**config.mk**
```make
export PLATFORM = sky130hd
export DESIGN_NAME = radix_digit_string_converter_unit_flat
export DESIGN_NICKNAME = d
export VERILOG_FILES = /design/src/hw/rtl/rdsc_pkg.sv /design/src/hw/rtl/rdsc_channels.sv /design/src/hw/rtl/radix_digit_string_converter_unit.sv /design/src/hw/rtl/rdsc_divider.sv /design/src/hw/rtl/rdsc_digit_stack.sv /design/src/flat_wrapper.sv
export SDC_FILE = /design/constraint.sdc
export NUM_CORES = 1
export LEC_CHECK = 0
export ABC_AREA = 1
export BUFFER_PORTS_ARGS = -buffer_cell sky130_fd_sc_hd__buf_2
export CORE_MARGIN = 2
export CORE_UTILIZATION = 58
export CTS_BUF_LIST = sky130_fd_sc_hd__clkbuf_2
export CTS_CLUSTER_SIZE = 40
export DETAILED_ROUTE_END_ITERATION = 10
export PLACE_DENSITY_LB_ADDON = 0.1
export SLEW_MARGIN = 10
export SYNTH_ARGS = -nofsm -noshare
export SYNTH_HDL_FRONTEND = slang
export SYNTH_SLANG_ARGS = --single-unit
```
**constraint.sdc**
```tcl
create_clock -name clock -period 3.1 [get_ports clock]
set_input_delay 0.155 -clock clock [delete_from_list [all_inputs] [get_ports clock]]
set_output_delay 0.155 -clock clock [all_outputs]
set_load 0.05 [all_outputs]
```
**src/hw/rtl/rdsc_pkg.sv**
```systemverilog
// shared types, constants and helpers of the radix digit string converter
package rdsc_pkg;

   localparam int VALUE_WIDTH_DEFAULT = 32;
   localparam int RADIX_WIDTH         = 6;
   localparam int DIGIT_WIDTH         = 6;
   localparam int CHAR_WIDTH          = 7;

   localparam logic [RADIX_WIDTH-1:0] RADIX_RESET = 6'd10;
   localparam logic [RADIX_WIDTH-1:0] RADIX_MIN   = 6'd2;
   localparam logic [RADIX_WIDTH-1:0] RADIX_MAX   = 6'd36;

   localparam logic [CHAR_WIDTH-1:0]  ASCII_ZERO    = 7'd48;
   localparam logic [CHAR_WIDTH-1:0]  ALPHA_OFFSET  = 7'd87;
   localparam logic [DIGIT_WIDTH-1:0] DECIMAL_LIMIT = 6'd10;

   typedef enum logic [2:0] {
      ST_IDLE,
      ST_DIVIDE,
      ST_READ,
      ST_EMIT,
      ST_ERROR
   } rdsc_state_type;

   typedef struct packed {
      logic load;
      logic start;
   } rdsc_div_ctl_type;

   typedef struct packed {
      logic done;
      logic quo_zero;
   } rdsc_div_stat_type;

   function automatic logic [CHAR_WIDTH-1:0] digit_to_ascii(input logic [DIGIT_WIDTH-1:0] d);
      logic [CHAR_WIDTH-1:0] d_ext;
      d_ext = {1'b0, d};
      if (d < DECIMAL_LIMIT) begin
         return ASCII_ZERO + d_ext;
      end
      return d_ext + ALPHA_OFFSET;
   endfunction

   function automatic logic radix_is_bad(input logic [RADIX_WIDTH-1:0] r);
      return (r < RADIX_MIN) || (r > RADIX_MAX);
   endfunction

endpackage

```
**src/hw/rtl/rdsc_channels.sv**
```systemverilog
// request and response channel interfaces of the radix digit string converter
interface rdsc_req_if
   import rdsc_pkg::*;
#(
   parameter int VALUE_WIDTH = VALUE_WIDTH_DEFAULT
) ();
   logic                   valid;
   logic                   ready;
   logic [VALUE_WIDTH-1:0] value;

   modport source (output valid, output value, input ready);
   modport sink   (input valid, input value, output ready);
endinterface

interface rdsc_rsp_if
   import rdsc_pkg::*;
();
   logic                  valid;
   logic                  ready;
   logic [CHAR_WIDTH-1:0] digit_char;
   logic                  last;
   logic                  bad_radix;

   modport source (output valid, output digit_char, output last, output bad_radix, input ready);
   modport sink   (input valid, input digit_char, input last, input bad_radix, output ready);
endinterface

```
**src/hw/rtl/radix_digit_string_converter_unit.sv**
```systemverilog
// radix digit string converter top level: control sequencer, radix register, response register
// Converts each accepted value to ASCII text in the base held by the radix register (2 to 36,
// reset 10), one response beat per character, most significant digit first, with last set on
// the final character; a zero value gives a single '0'. A radix outside 2..36 gives one beat
// with bad_radix and last set and digit_char zero. Digits come from a bit-serial divider that
// produces one quotient bit per cycle; the digits are then read back from the digit buffer
// through its registered read port, one character at a time. A new value is accepted only
// after the last character has entered the response register. The radix register is written
// through csr_wr_en and csr_wr_data; the user must write it only while the block is idle, as
// the block itself does not enforce this.
module radix_digit_string_converter_unit
   import rdsc_pkg::*;
#(
   parameter int VALUE_WIDTH = VALUE_WIDTH_DEFAULT
) (
   input  logic                   clock,
   input  logic                   reset,
   input  logic                   csr_wr_en,
   input  logic [RADIX_WIDTH-1:0] csr_wr_data,
   rdsc_req_if.sink               req_chan,
   rdsc_rsp_if.source             rsp_chan
);

   localparam int AW = (VALUE_WIDTH > 1) ? $clog2(VALUE_WIDTH) : 1;
   localparam int CW = $clog2(VALUE_WIDTH + 1);

   rdsc_state_type         state_ff, state_in;
   logic [RADIX_WIDTH-1:0] radix_ff;
   logic [CW-1:0]          count_ff, count_in;
   logic [AW-1:0]          ptr_ff, ptr_in;

   logic                   rsp_valid_ff, rsp_valid_in;
   logic [CHAR_WIDTH-1:0]  rsp_char_ff, rsp_char_in;
   logic                   rsp_last_ff, rsp_last_in;
   logic                   rsp_bad_ff, rsp_bad_in;

   rdsc_div_ctl_type       div_ctl;
   rdsc_div_stat_type      div_stat;
   logic [DIGIT_WIDTH-1:0] div_digit;
   logic                   mem_wr_en;
   logic [DIGIT_WIDTH-1:0] mem_rd_data;
   logic                   slot_free;
   logic                   accept;

   rdsc_divider #(
      .VALUE_WIDTH (VALUE_WIDTH)
   ) u_divider (
      .clock (clock),
      .reset (reset),
      .ctl   (div_ctl),
      .value (req_chan.value),
      .radix (radix_ff),
      .stat  (div_stat),
      .digit (div_digit)
   );

   rdsc_digit_stack #(
      .DEPTH (VALUE_WIDTH)
   ) u_digit_stack (
      .clock   (clock),
      .wr_en   (mem_wr_en),
      .wr_addr (count_ff[AW-1:0]),
      .wr_data (div_digit),
      .rd_addr (ptr_ff),
      .rd_data (mem_rd_data)
   );

   assign slot_free      = !rsp_valid_ff || rsp_chan.ready;
   assign req_chan.ready = (state_ff == ST_IDLE);
   assign accept         = req_chan.valid && req_chan.ready;

   always_comb begin
      state_in      = state_ff;
      count_in      = count_ff;
      ptr_in        = ptr_ff;
      div_ctl       = '0;
      mem_wr_en     = 1'b0;
      rsp_valid_in  = rsp_valid_ff && !rsp_chan.ready;
      rsp_char_in   = rsp_char_ff;
      rsp_last_in   = rsp_last_ff;
      rsp_bad_in    = rsp_bad_ff;
      unique case (state_ff)
         ST_IDLE: begin
            if (accept) begin
               if (radix_is_bad(radix_ff)) begin
                  state_in = ST_ERROR;
               end else begin
                  div_ctl.load = 1'b1;
                  count_in     = '0;
                  state_in     = ST_DIVIDE;
               end
            end
         end
         ST_DIVIDE: begin
            if (div_stat.done) begin
               mem_wr_en = 1'b1;
               count_in  = count_ff + 1'b1;
               if (div_stat.quo_zero) begin
                  ptr_in   = count_ff[AW-1:0];
                  state_in = ST_READ;
               end else begin
                  div_ctl.start = 1'b1;
               end
            end
         end
         ST_READ: begin
            state_in = ST_EMIT;
         end
         ST_EMIT: begin
            if (slot_free) begin
               rsp_valid_in = 1'b1;
               rsp_char_in  = digit_to_ascii(mem_rd_data);
               rsp_last_in  = (ptr_ff == '0);
               rsp_bad_in   = 1'b0;
               if (ptr_ff == '0) begin
                  state_in = ST_IDLE;
               end else begin
                  ptr_in   = ptr_ff - 1'b1;
                  state_in = ST_READ;
               end
            end
         end
         ST_ERROR: begin
            if (slot_free) begin
               rsp_valid_in = 1'b1;
               rsp_char_in  = '0;
               rsp_last_in  = 1'b1;
               rsp_bad_in   = 1'b1;
               count_in     = '0;
               state_in     = ST_IDLE;
            end
         end
         default: begin
            state_in = ST_IDLE;
         end
      endcase
   end

   always_ff @(posedge clock) begin
      rsp_char_ff <= rsp_char_in;
      rsp_last_ff <= rsp_last_in;
      rsp_bad_ff  <= rsp_bad_in;
      ptr_ff      <= ptr_in;
      if (reset) begin
         state_ff     <= ST_IDLE;
         count_ff     <= '0;
         rsp_valid_ff <= 1'b0;
      end else begin
         state_ff     <= state_in;
         count_ff     <= count_in;
         rsp_valid_ff <= rsp_valid_in;
      end
   end

   always_ff @(posedge clock) begin
      if (reset) begin
         radix_ff <= RADIX_RESET;
      end else if (csr_wr_en) begin
         radix_ff <= csr_wr_data;
      end
   end

   assign rsp_chan.valid      = rsp_valid_ff;
   assign rsp_chan.digit_char = rsp_char_ff;
   assign rsp_chan.last       = rsp_last_ff;
   assign rsp_chan.bad_radix  = rsp_bad_ff;

endmodule

```
**src/hw/rtl/rdsc_divider.sv**
```systemverilog
// bit-serial restoring divider, one quotient bit per cycle, yields one digit per pass
module rdsc_divider
   import rdsc_pkg::*;
#(
   parameter int VALUE_WIDTH = VALUE_WIDTH_DEFAULT
) (
   input  logic                    clock,
   input  logic                    reset,
   input  rdsc_div_ctl_type        ctl,
   input  logic [VALUE_WIDTH-1:0]  value,
   input  logic [RADIX_WIDTH-1:0]  radix,
   output rdsc_div_stat_type       stat,
   output logic [DIGIT_WIDTH-1:0]  digit
);

   localparam int BW = (VALUE_WIDTH > 1) ? $clog2(VALUE_WIDTH) : 1;

   logic [VALUE_WIDTH-1:0] quo_ff, quo_in;
   logic [DIGIT_WIDTH-1:0] rem_ff, rem_in;
   logic [BW-1:0]          cnt_ff, cnt_in;
   logic                   busy_ff, busy_in;
   logic                   done_ff, done_in;
   logic [DIGIT_WIDTH:0]   trial;
   logic [DIGIT_WIDTH:0]   radix_ext;
   logic                   fits;

   always_comb begin
      trial     = {rem_ff, quo_ff[VALUE_WIDTH-1]};
      radix_ext = {1'b0, radix};
      fits      = trial >= radix_ext;
      quo_in    = quo_ff;
      rem_in    = rem_ff;
      cnt_in    = cnt_ff;
      busy_in   = busy_ff;
      done_in   = 1'b0;
      if (ctl.load || ctl.start) begin
         if (ctl.load) begin
            quo_in = value;
         end
         rem_in  = '0;
         cnt_in  = BW'(VALUE_WIDTH - 1);
         busy_in = 1'b1;
      end else if (busy_ff) begin
         quo_in = {quo_ff[VALUE_WIDTH-2:0], fits};
         rem_in = fits ? DIGIT_WIDTH'(trial - radix_ext) : trial[DIGIT_WIDTH-1:0];
         cnt_in = cnt_ff - 1'b1;
         if (cnt_ff == '0) begin
            busy_in = 1'b0;
            done_in = 1'b1;
         end
      end
   end

   always_ff @(posedge clock) begin
      quo_ff <= quo_in;
      rem_ff <= rem_in;
      cnt_ff <= cnt_in;
      if (reset) begin
         busy_ff <= 1'b0;
         done_ff <= 1'b0;
      end else begin
         busy_ff <= busy_in;
         done_ff <= done_in;
      end
   end

   assign stat.done     = done_ff;
   assign stat.quo_zero = (quo_ff == '0);
   assign digit         = rem_ff;

endmodule

```
**src/hw/rtl/rdsc_digit_stack.sv**
```systemverilog
// digit buffer memory, one write port and one registered read port
module rdsc_digit_stack
   import rdsc_pkg::*;
#(
   parameter int DEPTH = VALUE_WIDTH_DEFAULT
) (
   input  logic                         clock,
   input  logic                         wr_en,
   input  logic [$clog2(DEPTH)-1:0]     wr_addr,
   input  logic [DIGIT_WIDTH-1:0]       wr_data,
   input  logic [$clog2(DEPTH)-1:0]     rd_addr,
   output logic [DIGIT_WIDTH-1:0]       rd_data
);

   logic [DIGIT_WIDTH-1:0] mem [DEPTH];
   logic [DIGIT_WIDTH-1:0] rd_data_ff;

   always_ff @(posedge clock) begin
      if (wr_en) begin
         mem[wr_addr] <= wr_data;
      end
      rd_data_ff <= mem[rd_addr];
   end

   assign rd_data = rd_data_ff;

endmodule

```
**src/flat_wrapper.sv**
```systemverilog
// flat-port wrapper written by rule: the top's interface ports become plain ports
module radix_digit_string_converter_unit_flat import rdsc_pkg::*;
#(
   parameter int VALUE_WIDTH = VALUE_WIDTH_DEFAULT
)
  (clock, reset, csr_wr_en, csr_wr_data, req_chan_valid, req_chan_value, req_chan_ready, rsp_chan_valid, rsp_chan_digit_char, rsp_chan_last, rsp_chan_bad_radix, rsp_chan_ready);
  rdsc_req_if #(.VALUE_WIDTH(VALUE_WIDTH)) req_chan_i ();
  rdsc_rsp_if rsp_chan_i ();
  input  logic clock;
  input  logic reset;
  input  logic csr_wr_en;
  input  logic [RADIX_WIDTH-1:0] csr_wr_data;
  input wire logic [$bits(req_chan_i.valid)-1:0] req_chan_valid;
  input wire logic [$bits(req_chan_i.value)-1:0] req_chan_value;
  output wire logic [$bits(req_chan_i.ready)-1:0] req_chan_ready;
  output wire logic [$bits(rsp_chan_i.valid)-1:0] rsp_chan_valid;
  output wire logic [$bits(rsp_chan_i.digit_char)-1:0] rsp_chan_digit_char;
  output wire logic [$bits(rsp_chan_i.last)-1:0] rsp_chan_last;
  output wire logic [$bits(rsp_chan_i.bad_radix)-1:0] rsp_chan_bad_radix;
  input wire logic [$bits(rsp_chan_i.ready)-1:0] rsp_chan_ready;
  assign req_chan_i.valid = req_chan_valid;
  assign req_chan_i.value = req_chan_value;
  assign req_chan_ready = req_chan_i.ready;
  assign rsp_chan_valid = rsp_chan_i.valid;
  assign rsp_chan_digit_char = rsp_chan_i.digit_char;
  assign rsp_chan_last = rsp_chan_i.last;
  assign rsp_chan_bad_radix = rsp_chan_i.bad_radix;
  assign rsp_chan_i.ready = rsp_chan_ready;
  radix_digit_string_converter_unit #(.VALUE_WIDTH(VALUE_WIDTH)) u_core (.clock(clock), .reset(reset), .csr_wr_en(csr_wr_en), .csr_wr_data(csr_wr_data), .req_chan(req_chan_i), .rsp_chan(rsp_chan_i));
endmodule
```
==> reports/qor.txt <==
Synth cell types = 41
Post-synth EDFFs = 238
Crit path max fanout = 24
Synth Flop Type = edfxtp_1
Register bit count reported by yosys = 272
Arrival time worst endpoint = 2.78 ns
First-pass GRT wire length = 42.7 mm
Period utilization = 0.733
Power per cell area = 815 nW/µm²
Final setup viols = 0
Setup crit end = u_core.u_divider.quo_ff[5]$_DFFE_PP_
Nets = 1,311
Setup Skew = 0.0842 ns
Largest net degree at the start of global routing = 99
Post-Syn Nets = 1,169
Reg-to-Reg Start = u_core.u_divider.quo_ff[0]$_DFFE_PP_
Initial core utilization = 0.587
Core footprint = 20,100 µm²
Overall routing resource usage = 0.253
Count of final hold-check violations = 0
Total clock buffers created by CTS = 68
HP Class = input pin to flop
Relative slew slack = 0.377
RePlAce Congestion = 0.832
Die area = 21,500 µm²
Syn Std Cell Area = 11,800 µm²
Worst EP required = 3.61 ns
Outcome = finished clean
Post-synth ARST share = 0
Worst-margin pin slew = 0.934 ns
Vias per Instance = 5.47
Setup Crit Path Kind = flop to flop
Initial antenna violation count = 1
Placed cells = 1,394
Fin crit period = 2.27 ns
CP endpoint kind = flop
Std-Cell Rows = 52
Post-Route Setup TNS = 0 ns
Core Util, Final = 0.666
# clock sinks = 272
Vias = 8,549
Crit path launch type = flop
Clk buf depth = 3
Vias in the first global route = 8,624
Initial DRC count = 610
Maximum vdd drop = 0.464 mV
GRT overflow = 0
Crit path launch = u_core.u_divider.quo_ff[0]$_DFFE_PP_
P&R area growth vs syn = 13.5%
CTS tree = done
H-Tree Depth = 3
Clock-pin slew on the worst setup and hold paths = 0.11 ns
Lkg Pwr = 5.18 nW
Die Ht = 147 µm
Drt pass-1 iters = 7
Final Max Tran Viols = 0
Finished Layout Cells = 1,562
Fmax = 440 MHz
WL per Instance = 17.2 µm
Final WL = 26.8 mm
Reg2Reg Setup Slack = 0.83 ns
I/O Buffers = 53
I/O pin cnt = 54
Yosys warning total = 0
RSZ-0062 raised after global routing = no
Layout cells sized above 1 = 0.149
Number of remaining DRC errors = 0
Reg2Reg Depth = 8
Filler Cells Inserted = 1,627
Detailed Place HPWL = 16.0 mm
Post-CTS resize count = 0
R2R Path End = u_core.u_divider.quo_ff[5]$_DFFE_PP_
Die W = 147 µm
Clock Latency Late Sink = 0.85 ns
Antenna Nets Post-Route = 0
Mapped Cells = 1,107
Max_cap viols = 0
Synth Area per Inst = 10.7 µm²
Seq/Total Area, Yosys = 0.663
Hold Path Stages = 4
Root Driver = clkbuf_2
[kinds of logic after synthesis]
group | share of synthesized area
simple gates | 0.176
flops | 0.663
compound gates | 0.0941
buf+inv | 0.0405
fa+ha+maj | 0.0208
xor+xnor | 0.00520
[through the flow]
step                      cell area, µm²  hold slack, ns  setup WS, ns  power, mW
final                              13400          0.0994         0.827       10.9
after global routing               13400          0.0979         0.688       11.6
after CTS                          13400           0.104         0.863       10.9
after detailed placement           12300           0.386         0.913       8.71
after global placement             12300           0.370         0.928       8.65
after floorplan                    11800           0.266        0.0354       7.63
[metal layers]
layer  vias to the layer above  GRT usage  wire length [µm]
met2                       297      0.413             12800
met3                        52     0.0522              1870
li1                       4181          -                 -
met4                         0      0.105               613
met1                      4019      0.335             11500
met5                         -          0                 0
[report_power, final]
part	switching (mW)	internal, mW
Combinational	2.59	1.14
Sequential	0.260	4.73
Clock	1.35	0.844
Total	4.20	6.72
[worst max-delay path, stage by stage, from the launching register on]
cell      delay [ns]
edfxtp_1        0.43
nor2_1          0.17
nand3_1         0.12
nor2_1          0.12
nand2_1         0.13
o21ai_2         0.20
nand2_4         0.06
o21ai_2         0.44
buf_12          0.25
[placed cells by master, fill, tap and decap left out, types with 2 or more instances in the layout]
cell and count:
nor2_2 2, buf_4 12, o21ai_1 11, xor2_1 6
nand2_4 2, o21ai_0 110, nor2_4 2, dlygate4sd3_1 55
buf_2 53, ha_1 18, nand2_1 226, dfxtp_1 34
clkinv_1 10, clkbuf_2 100, nor3_1 4, inv_2 7
o22ai_1 48, nand2_2 3, nand4_1 6, nand3b_1 5
nor3b_1 2, nor2_1 176, a21oi_1 27, edfxtp_1 238
o21ai_2 3, buf_12 3, nand3_1 63, inv_1 52
[how the worst min path moves through the flow]
stage | start | endpoint | slack, ns
2_1_floorplan | csr_wr_en | u_core.radix_ff[3]$_SDFFE_PP1P_ | 0.27
3_3_place_gp | csr_wr_data[1] | u_core.radix_ff[1]$_SDFFE_PP1P_ | 0.37
3_5_place_dp | csr_wr_data[1] | u_core.radix_ff[1]$_SDFFE_PP1P_ | 0.39
4_1_cts | req_chan_value[25] | u_core.u_divider.quo_ff[25]$_DFFE_PP_ | 0.10
5_1_grt | req_chan_value[25] | u_core.u_divider.quo_ff[25]$_DFFE_PP_ | 0.1
6_report | req_chan_value[25] | u_core.u_divider.quo_ff[25]$_DFFE_PP_ | 0.1
[layout make-up]
cell class	count	area, µm²	area share
clock buffers	100	500	0.0374
clock inverters	12	45.0	0.00336
flip-flops and latches	272	7830	0.584
repair buffers	123	966	0.0721
multi-input cells	726	3500	0.261
well taps	270	338	0.0252
inverters	58	220	0.0164
diodes	1	2.50	0.000187
[synthesized netlist by cell type (2+ instances only)]
library cell,instances,area (µm²)
edfxtp_1,238,7150
nand2_1,226,848
nor2_1,176,661
o21ai_0,110,551
nand3_1,63,315
inv_1,52,195
o22ai_1,48,300
dfxtp_1,34,681
a21oi_1,27,135
clkbuf_1,22,82.6
ha_1,18,225
buf_2,16,80.1
o21ai_1,12,60.1
buf_4,6,45.0
nand4_1,6,37.5
xor2_1,6,52.6
inv_2,5,18.8
nand3b_1,5,37.5
nor3_1,4,20.0
buf_1,3,11.3
buf_6,3,33.8
nand2_2,3,18.8
nand2_4,2,22.5
nor2_2,2,12.5
nor2_4,2,22.5
nor3b_1,2,15.0
o21ai_2,2,17.5
[state kept, by name, indices dropped and copies added, names as in the netlist]
signal	count
u_core.u_digit_stack.mem	192
u_core.rsp_chan.digit_char	7
u_core.u_divider.quo_ff	32
u_core.radix_ff	6
u_core.u_divider.busy_ff	1
u_core.rsp_chan.valid	1
u_core.u_divider.digit	6
u_core.count_ff	5
u_core.u_divider.cnt_ff	5
u_core.u_divider.done_ff	1
u_core.u_digit_stack.rd_data	6
u_core.rsp_chan.bad_radix	1
u_core.ptr_ff	5
u_core.rsp_chan.last	1
u_core.state_ff	3
[timing repair]
action	CTS	global route
hold buffers	55	0
hold endpoints to repair	57	0
setup buffers	0	0
No activity file was read; power rests on OpenSTA's default activity.
